--- config.mk ---
export PLATFORM = sky130hd
export DESIGN_NAME = sliding_trimmed_mean_filter
export DESIGN_NICKNAME = d
export VERILOG_FILES = /design/src/rtl/stmf_pkg.sv /design/src/rtl/sliding_trimmed_mean_filter.sv /design/src/rtl/stmf_datapath.sv /design/src/rtl/stmf_ctrl.sv
export SDC_FILE = /design/constraint.sdc
export NUM_CORES = 1
export LEC_CHECK = 0
export BUFFER_PORTS_ARGS = -buffer_cell sky130_fd_sc_hd__buf_2
export CAP_MARGIN = 20
export CORE_UTILIZATION = 40
export CTS_CLUSTER_SIZE = 16
export DETAILED_ROUTE_END_ITERATION = 10
export PLACE_DENSITY = 0.58
export REMOVE_ABC_BUFFERS = 1
export SLEW_MARGIN = 0
export SYNTH_ARGS = -nofsm -noshare
export SYNTH_HDL_FRONTEND = slang
export SYNTH_SLANG_ARGS = --single-unit
--- constraint.sdc ---
create_clock -name aclk -period 8 [get_ports aclk]
set_input_delay 0.8 -clock aclk [delete_from_list [all_inputs] [get_ports aclk]]
set_output_delay 0.8 -clock aclk [all_outputs]
set_load 0.05 [all_outputs]
--- src/rtl/stmf_pkg.sv ---
// ----------------------------------------------------------------------------
// stmf_pkg
// Shared types and constants for the sliding trimmed-mean filter.
// ----------------------------------------------------------------------------
package stmf_pkg;

    localparam int SAMPLE_W = 16;
    localparam int MEAN_W   = 24;
    localparam int TRIM_W   = 2;
    localparam int FRAC_W   = 8;

    localparam logic [0:0] REG_TRIM_COUNT = 1'd0;
    localparam logic [TRIM_W-1:0] TRIM_RESET = 2'd1;

    // Commands from the controller to the datapath
    typedef struct packed {
        logic load;      // write sample into ring, update running sum
        logic scan_clr;  // start a new min/max search pass
        logic scan_step; // compare one ring entry
        logic trim_sub;  // remove the found min and max from the sum
        logic div_init;  // load the divider
        logic div_step;  // one restoring step
        logic out_load;  // latch the result
    } stmf_cmd_t;

    typedef struct packed {
        logic scan_last;
        logic div_last;
    } stmf_sts_t;

endpackage

--- src/rtl/sliding_trimmed_mean_filter.sv ---
// ----------------------------------------------------------------------------
// sliding_trimmed_mean_filter
// Trimmed mean of the last WINDOW samples, Q.8, one result per sample.
// ----------------------------------------------------------------------------
// One sample at a time: after acceptance the block makes trim passes over the
// ring of WINDOW entries to find and remove the smallest and largest
// remaining samples, then runs a one-bit-per-cycle restoring divider over the
// sum width plus 8 fraction bits. The next sample is taken while the result
// waits, and a result not yet taken stalls only the result load of the
// following sample. The trim is clamped to (WINDOW-1)/2 and the clamp is
// flagged in trim_clamped. The ring is zero after reset.
module sliding_trimmed_mean_filter #(
    parameter int WINDOW = 8
) (
    input  logic        aclk,
    input  logic        aresetn,
    input  logic        psel,
    input  logic        penable,
    input  logic        pwrite,
    input  logic [1:0]  paddr,
    input  logic [31:0] pwdata,
    output logic [31:0] prdata,
    output logic        pready,
    input  logic                               s_valid,
    output logic                               s_ready,
    input  logic signed [stmf_pkg::SAMPLE_W-1:0] s_sample,
    output logic                               m_valid,
    input  logic                               m_ready,
    output logic signed [stmf_pkg::MEAN_W-1:0] m_mean_q8,
    output logic                               m_trim_clamped
);
    import stmf_pkg::*;

    localparam logic [TRIM_W-1:0] MAX_TRIM = TRIM_W'((WINDOW - 1) / 2 > 3 ? 3 : (WINDOW - 1) / 2);

    logic [TRIM_W-1:0] trim_count_reg;
    logic [TRIM_W-1:0] trim_eff;
    logic clamp_reg;
    stmf_cmd_t cmd;
    stmf_sts_t sts;

    assign pready = 1'b1;
    assign prdata = (paddr[1] == REG_TRIM_COUNT) ? {30'd0, trim_count_reg} : 32'd0;
    assign trim_eff = (trim_count_reg > MAX_TRIM) ? MAX_TRIM : trim_count_reg;

    always_ff @(posedge aclk) begin
        if (!aresetn) begin
            trim_count_reg <= TRIM_RESET;
        end else if (psel && penable && pwrite && paddr[1] == REG_TRIM_COUNT) begin
            trim_count_reg <= pwdata[TRIM_W-1:0];
        end
    end

    // Load the flag together with the mean
    always_ff @(posedge aclk) begin
        if (cmd.out_load) clamp_reg <= (trim_count_reg > MAX_TRIM);
    end
    assign m_trim_clamped = clamp_reg;

    stmf_ctrl u_ctrl (
        .aclk, .aresetn, .s_valid, .s_ready, .m_valid, .m_ready,
        .trim(trim_eff), .sts, .cmd
    );

    stmf_datapath #(.WINDOW(WINDOW)) u_dp (
        .aclk, .aresetn, .sample(s_sample), .trim(trim_eff), .cmd, .sts,
        .mean_q8(m_mean_q8)
    );

endmodule

--- src/rtl/stmf_datapath.sv ---
// ----------------------------------------------------------------------------
// stmf_datapath
// Ring of samples, running sum, min/max search over the ring, trim removal
// and a restoring divider.
// ----------------------------------------------------------------------------
module stmf_datapath #(
    parameter int WINDOW = 8
) (
    input  logic                          aclk,
    input  logic                          aresetn,
    input  logic signed [stmf_pkg::SAMPLE_W-1:0] sample,
    input  logic [stmf_pkg::TRIM_W-1:0]   trim,
    input  stmf_pkg::stmf_cmd_t           cmd,
    output stmf_pkg::stmf_sts_t           sts,
    output logic signed [stmf_pkg::MEAN_W-1:0] mean_q8
);
    import stmf_pkg::*;

    localparam int IDX_W = (WINDOW > 1) ? $clog2(WINDOW) : 1;
    localparam int SUM_W = SAMPLE_W + $clog2(WINDOW) + 1;
    localparam int NUM_W = SUM_W + FRAC_W;
    localparam int DIV_W = $clog2(WINDOW + 1);
    localparam int CNT_W = $clog2(NUM_W + 1);
    localparam logic [IDX_W-1:0] LAST_IDX = IDX_W'(WINDOW - 1);

    logic signed [SAMPLE_W-1:0] ring_reg [WINDOW];
    logic [WINDOW-1:0] used_reg, used_next;
    logic [IDX_W-1:0] wr_reg, wr_next;
    logic signed [SUM_W-1:0] sum_reg, sum_next;
    logic signed [SUM_W-1:0] rest_reg, rest_next;
    logic [IDX_W-1:0] scan_reg, scan_next;
    logic [IDX_W-1:0] min_idx_reg, min_idx_next, max_idx_reg, max_idx_next;
    logic first_reg, first_next;
    logic [NUM_W-1:0] quo_reg, quo_next;
    logic [NUM_W-1:0] rem_reg, rem_next;
    logic [CNT_W-1:0] dcnt_reg, dcnt_next;
    logic neg_reg, neg_next;
    logic [DIV_W-1:0] divisor;
    logic [NUM_W:0] trial;
    logic signed [SAMPLE_W-1:0] cur, cmin, cmax;
    logic [NUM_W-1:0] mag;
    logic signed [NUM_W-1:0] num;

    assign divisor = DIV_W'(WINDOW) - DIV_W'({trim, 1'b0});
    assign cur  = ring_reg[scan_reg];
    assign cmin = ring_reg[min_idx_reg];
    assign cmax = ring_reg[max_idx_reg];
    assign num  = {rest_reg, {FRAC_W{1'b0}}};
    assign mag  = num[NUM_W-1] ? NUM_W'(-num) : num;
    assign trial = {rem_reg, quo_reg[NUM_W-1]} - (NUM_W+1)'(divisor);

    always_comb begin
        used_next = used_reg;
        wr_next = wr_reg;
        sum_next = sum_reg;
        rest_next = rest_reg;
        scan_next = scan_reg;
        min_idx_next = min_idx_reg;
        max_idx_next = max_idx_reg;
        first_next = first_reg;
        quo_next = quo_reg;
        rem_next = rem_reg;
        dcnt_next = dcnt_reg;
        neg_next = neg_reg;
        if (cmd.load) begin
            sum_next = sum_reg - SUM_W'(ring_reg[wr_reg]) + SUM_W'(sample);
            rest_next = sum_next;
            wr_next = (wr_reg == LAST_IDX) ? '0 : wr_reg + 1'b1;
            used_next = '0;
        end
        if (cmd.scan_clr) begin
            scan_next = '0;
            first_next = 1'b1;
        end
        // Skip entries already trimmed; ties resolve to one entry each side
        if (cmd.scan_step) begin
            if (!used_reg[scan_reg]) begin
                if (first_reg) begin
                    min_idx_next = scan_reg;
                    max_idx_next = scan_reg;
                    first_next = 1'b0;
                end else begin
                    if (cur < cmin) min_idx_next = scan_reg;
                    if (cur >= cmax) max_idx_next = scan_reg;
                end
            end
            scan_next = scan_reg + 1'b1;
        end
        if (cmd.trim_sub) begin
            rest_next = rest_reg - SUM_W'(cmin) - SUM_W'(cmax);
            used_next[min_idx_reg] = 1'b1;
            used_next[max_idx_reg] = 1'b1;
        end
        if (cmd.div_init) begin
            quo_next = mag;
            rem_next = '0;
            dcnt_next = '0;
            neg_next = num[NUM_W-1];
        end
        if (cmd.div_step) begin
            if (!trial[NUM_W]) rem_next = trial[NUM_W-1:0];
            else rem_next = {rem_reg[NUM_W-2:0], quo_reg[NUM_W-1]};
            quo_next = {quo_reg[NUM_W-2:0], !trial[NUM_W]};
            dcnt_next = dcnt_reg + 1'b1;
        end
    end

    assign sts.scan_last = (scan_reg == LAST_IDX);
    assign sts.div_last  = (dcnt_reg == CNT_W'(NUM_W - 1));

    always_ff @(posedge aclk) begin
        if (!aresetn) begin
            for (int i = 0; i < WINDOW; i++) ring_reg[i] <= '0;
            wr_reg <= '0;
            sum_reg <= '0;
        end else begin
            if (cmd.load) ring_reg[wr_reg] <= sample;
            wr_reg <= wr_next;
            sum_reg <= sum_next;
        end
    end

    always_ff @(posedge aclk) begin
        used_reg <= used_next;
        rest_reg <= rest_next;
        scan_reg <= scan_next;
        min_idx_reg <= min_idx_next;
        max_idx_reg <= max_idx_next;
        first_reg <= first_next;
        quo_reg <= quo_next;
        rem_reg <= rem_next;
        dcnt_reg <= dcnt_next;
        neg_reg <= neg_next;
        if (cmd.out_load)
            mean_q8 <= neg_reg ? MEAN_W'(-quo_reg) : MEAN_W'(quo_reg);
    end

    // The write pointer always stays within the ring
    property p_wr_range;
        @(posedge aclk) disable iff (!aresetn) wr_reg <= LAST_IDX;
    endproperty
    a_wr_range: assert property (p_wr_range) else $error("write pointer out of range");

    a_excl_cmd: assert property (@(posedge aclk) disable iff (!aresetn)
        !(cmd.scan_step && cmd.div_step)) else $error("scan and divide overlap");

    a_trim_pair: assert property (@(posedge aclk) disable iff (!aresetn)
        cmd.trim_sub |-> (min_idx_reg != max_idx_reg))
        else $error("min and max coincide");

endmodule

--- src/rtl/stmf_ctrl.sv ---
// ----------------------------------------------------------------------------
// stmf_ctrl
// Sequencer: load, trim passes over the ring, divide, present the result.
// ----------------------------------------------------------------------------
module stmf_ctrl (
    input  logic                        aclk,
    input  logic                        aresetn,
    input  logic                        s_valid,
    output logic                        s_ready,
    output logic                        m_valid,
    input  logic                        m_ready,
    input  logic [stmf_pkg::TRIM_W-1:0] trim,
    input  stmf_pkg::stmf_sts_t         sts,
    output stmf_pkg::stmf_cmd_t         cmd
);
    import stmf_pkg::*;

    typedef enum logic [5:0] {
        ST_IDLE = 6'b000001,
        ST_SCAN = 6'b000010,
        ST_SUB  = 6'b000100,
        ST_DIV  = 6'b001000,
        ST_OUT  = 6'b010000,
        ST_INIT = 6'b100000
    } state_t;

    state_t state_reg, state_next;
    logic [TRIM_W-1:0] pass_reg, pass_next;
    logic m_valid_reg, m_valid_next;

    // Take the next sample while the previous result still waits at the output
    assign s_ready = (state_reg == ST_IDLE);
    assign m_valid = m_valid_reg;

    always_comb begin
        state_next = state_reg;
        pass_next = pass_reg;
        m_valid_next = m_valid_reg && !m_ready;
        cmd = '0;
        unique case (state_reg)
            ST_IDLE: begin
                if (s_valid && s_ready) begin
                    cmd.load = 1'b1;
                    cmd.scan_clr = 1'b1;
                    pass_next = '0;
                    state_next = (trim == '0) ? ST_INIT : ST_SCAN;
                end
            end
            ST_SCAN: begin
                cmd.scan_step = 1'b1;
                if (sts.scan_last) state_next = ST_SUB;
            end
            ST_SUB: begin
                cmd.trim_sub = 1'b1;
                cmd.scan_clr = 1'b1;
                pass_next = pass_reg + 1'b1;
                state_next = (pass_next == trim) ? ST_INIT : ST_SCAN;
            end
            ST_INIT: begin
                cmd.div_init = 1'b1;
                state_next = ST_DIV;
            end
            ST_DIV: begin
                cmd.div_step = 1'b1;
                if (sts.div_last) state_next = ST_OUT;
            end
            ST_OUT: begin
                // Hold until the output slot is free
                if (!m_valid_reg || m_ready) begin
                    cmd.out_load = 1'b1;
                    m_valid_next = 1'b1;
                    state_next = ST_IDLE;
                end
            end
            default: state_next = ST_IDLE;
        endcase
    end

    always_ff @(posedge aclk) begin
        if (!aresetn) begin
            state_reg <= ST_IDLE;
            pass_reg <= '0;
            m_valid_reg <= 1'b0;
        end else begin
            state_reg <= state_next;
            pass_reg <= pass_next;
            m_valid_reg <= m_valid_next;
        end
    end

    a_onehot: assert property (@(posedge aclk) disable iff (!aresetn)
        $onehot(state_reg)) else $error("state not one-hot");
    a_out_free: assert property (@(posedge aclk) disable iff (!aresetn)
        cmd.out_load |-> (!m_valid_reg || m_ready)) else $error("result overwritten");
    a_pass: assert property (@(posedge aclk) disable iff (!aresetn)
        (state_reg == ST_SCAN) |-> (pass_reg < trim)) else $error("extra trim pass");

endmodule

==> results of run 1 <==
placed cells by master (no fill, tap or decap), types with 38 or more instances in the layout:
master / Yosys / routed
dfxtp_1: 55 / 50
a21oi_1: 52 / 52
and2_1: 59 / 59
fa_1: 39 / 39
mux4_2: 130 / 130
xnor2_1: 50 / 50
clkbuf_16: 0 / 38
mux2i_1: 43 / 43
buf_2: 0 / 53
xor2_1: 46 / 46
nand2_1: 121 / 118
nor2_1: 57 / 57
nor3_1: 45 / 45
inv_1: 108 / 108
edfxtp_1: 243 / 243
ha_1: 85 / 85
o21ai_0: 90 / 88
nor4_1: 68 / 66
cell usage after synthesis (all sizes together), types with 5 or more instances:
master,instances,area [sq um]
nand3,23,128
dfxtp,55,1100
ha,85,1060
nand2,122,460
and2,59,369
mux2,35,394
edfxtp,243,7300
a21o,19,143
nand2b,21,131
xnor2,50,438
nand3b,11,82.6
o211ai,10,75.1
o41ai,7,61.3
nand4b,5,43.8
or3,12,75.1
nand4,9,56.3
a31oi,5,31.3
fa,39,781
mux4,130,2930
nor2,57,214
xor2,46,403
nor2b,19,119
nor4,70,459
a211oi,7,52.6
a21oi,52,260
nor3,45,225
or2,6,37.5
or4,20,161
o21ai,90,450
a21boi,14,105
and3,5,31.3
mux2i,44,453
inv,108,405
o21a,9,67.6
o31ai,17,128
buf,47,297
clkbuf,82,308
worst max-delay path, cell delays in order, from the launching register on:
cell,delay (ns)
dfxtp_2,0.76
buf_4,0.46
mux4_2,0.56
mux2_2,0.33
fa_1,0.48
inv_1,0.04
ha_1,0.34
nor2b_1,0.17
o31a_1,0.31
a2111oi_0,0.91
o31ai_1,0.23
a31oi_1,0.25
xnor2_1,0.12
nand2_1,0.08
o21ai_0,0.08
cell families (layout without fill, tap and decap cells):
| kind of cell | Yosys count | in the layout | share of synthesized area (%) |
|---|---|---|---|
| AND/OR/NAND/NOR | 495 | 495 | 13.3 |
| flip-flops | 298 | 298 | 41.6 |
| AO/OA/AOI/OAI | 259 | 259 | 8.06 |
| buffers and inverters | 237 | 263 | 5.00 |
| multiplexers | 209 | 209 | 18.7 |
| adder cells (fa/ha/maj) | 124 | 124 | 9.14 |
| XOR/XNOR | 96 | 96 | 4.17 |
| other | 2 | 32 | 0.0372 |
worst min path at each step:
stage / end / cells past startpoint / slack [ns] / startpoint
global route: u_dp.mean_q8[0]$_DFFE_PP_ / 0 / 0.47 / u_dp.quo_reg[0]$_SDFFCE_PN0P_
CTS: u_dp.used_reg[0]$_DFF_P_ / 2 / 0.45 / u_dp.used_reg[0]$_DFF_P_
floorplan: u_dp.used_reg[0]$_DFF_P_ / 2 / 0.42 / u_dp.used_reg[0]$_DFF_P_
detailed placement: u_dp.used_reg[0]$_DFF_P_ / 2 / 0.44 / u_dp.used_reg[0]$_DFF_P_
global placement: u_dp.used_reg[0]$_DFF_P_ / 2 / 0.43 / u_dp.used_reg[0]$_DFF_P_
finish: u_dp.used_reg[0]$_DFF_P_ / 2 / 0.44 / u_dp.used_reg[0]$_DFF_P_
area by class of cell:
class | count | area (sq um) | share of cell area [%]
Clock buffer | 51 | 1010 | 4.51
Clock inverter | 14 | 205 | 0.917
Inverter | 108 | 405 | 1.81
Multi-Input combinational cell | 1215 | 10900 | 48.8
Sequential cell | 298 | 8400 | 37.6
Tap cell | 664 | 831 | 3.71
Timing Repair Buffer | 90 | 594 | 2.66
where the power goes:
part / leakage [nW] / switching (mW) / total [mW] / internal, mW
registers: 2.77 / 0.263 / 2.24 / 1.98
clock network: 0.586 / 0.660 / 1.70 / 1.04
logic: 4.80 / 2.55 / 4.52 / 1.98
total: 8.16 / 3.47 / 8.47 / 5.00
metal layers:
| metal | vias up | track usage, % |
|---|---|---|
| li1 | 6493 | - |
| met1 | 6888 | 28.8 |
| met2 | 502 | 33.6 |
| met3 | 88 | 3.86 |
| met4 | 0 | 6.82 |
| met5 | - | 0 |
per-stage QoR:
step                total power [mW]  utilization [%]  hold slack (ns)
floorplan                       5.62                -            0.418
global route                    9.10             45.3            0.469
global placement                6.65             42.7            0.429
finish                          8.47             45.3            0.443
detailed placement              6.74             42.8            0.441
CTS                             8.46             45.2            0.449
==> metrics, run 1 <==
Resize count post-CTS=0; Synth async-reset ratio=0%; Overflow after GRT=0; WS Path Type=register to register; I/O Pins=117; die extent in y=227 microns; post-route antenna net violation count=0; register area share after synthesis=41.6%; Startpoint Class=register; diodes inserted=0; Slew HR=24.3%; fin nets=1930; slack of the critical path=2.59 ns; r2r setup slk=2.59 ns; area growth from synthesis to layout=10.8%; LEAKAGE=8.16 nW; Hold Vio Cnt, Final=0; Placed Cells=2372; fin area=22400 sq um; PwrDens=379 nW/um^2; Syn Area/Cell=11.7 sq um; synth warn=0; CTS max path bufs=3; gp weighted congestion=0.843; largest net degree at the start of global routing=59; Synth Flop Type=edfxtp_1; CTS tree=done; row count=81; maxcap violations=0; Layout Cells excl Fill=2440; Port Buf Inserts=53; Crit Reg-Reg Endpoint=u_dp.rest_reg[18]$_DFFE_PP_; placed inst area=21100 sq um; Worst EP required=8.27 ns; transition time of the tightest slew-check pin=1.13 ns; metal2 WL=24300 microns; final setup fails=0; Met1 Wirelength=23000 microns; Final Skew=0.0174 ns; initial drt markers=1178; Worst VDD drop=0.162 mV; CTS H-tree lvls=2; end of the critical path=u_dp.rest_reg[18]$_DFFE_PP_; Core ar.=49400 sq um; RSZ-0062 raised after global routing=no; Post-Place Worst Slack=2.58 ns; Skew-Pair Late Insertion Delay=0.55 ns; clk root buf=clkbuf_16; Post-synth EDFFs=243; status=completed; Largest register FFs=128; Syn Std Cell Area=20200 sq um; hold buffers post-CTS=0; CP max FO=17; Gate Count Post-Synth=1720; routed len/inst=21.5 microns; share of layout cells above drive strength 1=18.8%; max-slew violation count=0; clock edge transition at the registers on the reported setup and hold paths=0.06 ns; vias in the first global route=14100; fillers=4572; reg2reg path depth=14; worst hold-check path type=register to register; number of antenna violations at the first check in global routing=0; final wirelength=52500 microns; first-pass GRT wire length=81400 microns; chip width=227 microns; Cell variety after synth=70; # DRC=0; Via density=5.73; vias=14000; Initial Util=40.9%; fin crit share=67.6%; Top Metal Used=met4; fmax=185 MHz; Final min period=5.41 ns; met3 routed WL=3850 microns; drt pass-1 iters=5; final setup TNS=0 ns; WP data arrival=5.68 ns; Die Area=51400 sq um; post-CTS setup buffer count=0; Clock Sinks=298; Worst setup EP type=register; TritonCTS buffer count=36; GRT Overall Usage=21.0%; FF+latch count, synth=298; dpl hpwl=35600 microns
No activity file was read; power rests on OpenSTA's default activity.
==> run 2, diff against run 1 <==
==> constraint.sdc (replaced) <==
create_clock -name aclk -period 5 [get_ports aclk]
set_input_delay 0.5 -clock aclk [delete_from_list [all_inputs] [get_ports aclk]]
set_output_delay 0.5 -clock aclk [all_outputs]
set_load 0.05 [all_outputs]
==> run 2 against run 1 <==
Compared with the run above: sequential share of layout area shrank 0.18 points; power grew 60%; clock skew up 0.0018 ns; worst setup slack got worse by 2.2 ns; register-to-register slack got worse by 2.2 ns; combinational power increased by 59%; critical path type unchanged.
==> metrics, run 2 (synthesis results as in run 1) <==
GRT Overall Usage=20.3% (was 21.0%); first-pass GRT wire length=79600 microns (was 81400 microns); fin nets=1947 (was 1930); die extent in y=227 microns (unchanged); fin crit share=92.4% (was 67.6%); Via density=5.68 (was 5.73); Resize count post-CTS=0 (unchanged); CTS tree=done (unchanged); hold buffers post-CTS=0 (unchanged); status=completed (unchanged); initial drt markers=927 (was 1178); area growth from synthesis to layout=11.3% (was 10.8%); largest net degree at the start of global routing=58 (was 59); RSZ-0062 raised after global routing=no (unchanged); Port Buf Inserts=53 (unchanged); share of layout cells above drive strength 1=19.7% (was 18.8%); TritonCTS buffer count=35 (was 36); Clock Sinks=298 (unchanged); r2r setup slk=0.38 ns (was 2.59 ns); max-slew violation count=0 (unchanged); Crit Reg-Reg Endpoint=u_dp.rest_reg[13]$_DFFE_PP_ (was u_dp.rest_reg[18]$_DFFE_PP_); dpl hpwl=37100 microns (was 35600 microns); LEAKAGE=8.24 nW (was 8.16 nW); total power=13.5 mW (was 8.47 mW); WP data arrival=4.90 ns (was 5.68 ns); Final Skew=0.0191 ns (was 0.0174 ns); final setup fails=0 (unchanged); Hold Vio Cnt, Final=0 (unchanged); end of the critical path=u_dp.rest_reg[13]$_DFFE_PP_ (was u_dp.rest_reg[18]$_DFFE_PP_); Final min period=4.62 ns (was 5.41 ns); post-route antenna net violation count=0 (unchanged); gp weighted congestion=0.875 (was 0.843); post-CTS setup buffer count=0 (unchanged); PwrDens=602 nW/um^2 (was 379 nW/um^2); worst hold-check path type=primary input to register (was register to register); number of antenna violations at the first check in global routing=1 (was 0); row count=81 (unchanged); transition time of the tightest slew-check pin=1.13 ns (about the same); Initial Util=40.9% (unchanged); clock edge transition at the registers on the reported setup and hold paths=0.07 ns (was 0.06 ns); CTS max path bufs=3 (unchanged); Worst setup EP type=register (unchanged); CP max FO=16 (was 17); Worst VDD drop=0.264 mV (was 0.162 mV); Overflow after GRT=0 (unchanged); maxcap violations=0 (unchanged); WS Path Type=register to register (unchanged); Die Area=51400 sq um (unchanged); Fin Hold WS=0.244 ns (was 0.443 ns); I/O Pins=117 (unchanged); Skew-Pair Late Insertion Delay=0.54 ns (was 0.55 ns); clk root buf=clkbuf_16 (unchanged); fmax=216 MHz (was 185 MHz); reg2reg path depth=12 (was 14); # DRC=0 (unchanged); CTS H-tree lvls=2 (unchanged); final wirelength=51200 microns (was 52500 microns); Core ar.=49400 sq um (unchanged); most common cell after layout, fill and taps aside=edfxtp_1 (unchanged); most frequent cells in the layout=edfxtp_1 (243), mux4_2 (130), nand2_1 (118), inv_1 (108), o21ai_0 (88) (unchanged); chip width=227 microns (unchanged); Worst EP required=5.28 ns (was 8.27 ns); Slew HR=24.8% (was 24.3%); Largest register FFs=128 (unchanged); vias in the first global route=14000 (was 14100); routed len/inst=20.8 microns (was 21.5 microns); drt pass-1 iters=5 (unchanged); vias=13900 (was 14000); Startpoint Class=register (unchanged)
-- run 2: cell type report --
class | count | area, sq um
tap | 664 | 831
inverter | 108 | 405
clock buffer | 45 | 987
sequential | 298 | 8400
antenna | 1 | 2.50
fill | 4552 | 26900
multi-input combinational | 1215 | 10900
clock inverter | 17 | 211
timing repair buffer | 108 | 714
-- run 2: report_power, final --
part	internal [mW]	total (mW)	switching, mW
Sequential	3.17	3.64	0.465
Clock	1.65	2.70	1.04
Combinational	3.24	7.20	3.96
Total	8.07	13.5	5.47
-- run 2: layer usage --
layer / share of wire [%] / vias to the layer above / wire length (microns) / global-route usage, %
met4: 2.0 / 0 / 1010 / 5.36
met2: 47 / 487 / 23900 / 33.1
met5: 0 / - / 0 / 0
met1: 44 / 6863 / 22800 / 27.7
li1: - / 6527 / - / -
met3: 6.9 / 68 / 3510 / 3.91
-- run 2: worst min-delay path by stage --
| stage | from | to | cells after the start |
|---|---|---|---|
| after floorplan | u_dp.used_reg[0]$_DFF_P_ | u_dp.used_reg[0]$_DFF_P_ | 2 |
| after global placement | u_dp.used_reg[0]$_DFF_P_ | u_dp.used_reg[0]$_DFF_P_ | 2 |
| after detailed placement | u_dp.used_reg[0]$_DFF_P_ | u_dp.used_reg[0]$_DFF_P_ | 2 |
| after CTS | pwdata[1] | trim_count_reg[1]$_SDFFE_PN0P_ | 3 |
| after global routing | pwdata[1] | trim_count_reg[1]$_SDFFE_PN0P_ | 3 |
| final | pwdata[1] | trim_count_reg[1]$_SDFFE_PN0P_ | 3 |
-- run 2: critical path, cell delays in order (launching register included) --
cell,delay [ns]
dfxtp_2,0.71
buf_4,0.33
mux4_2,0.52
mux2i_1,0.41
fa_1,0.50
ha_1,0.38
and3_1,0.18
a221o_1,0.35
or2_2,0.31
a31oi_1,0.26
o21ai_0,0.16
xnor2_1,0.16
mux2i_1,0.09
-- run 2: per-stage QoR --
stage | util [%] | setup TNS (ns) | std cells | setup slack, ns | cell area, sq um
2_1_floorplan | - | -0.0838 | 1621 | -0.0634 | 19700
3_3_place_gp | 43.0 | 0 | 2391 | 0.378 | 21200
3_5_place_dp | 43.0 | 0 | 2391 | 0.351 | 21200
4_1_cts | 45.5 | 0 | 2453 | 0.346 | 22400
5_1_grt | 45.5 | 0 | 2455 | 0.0241 | 22500
6_report | 45.5 | 0 | 2456 | 0.378 | 22500
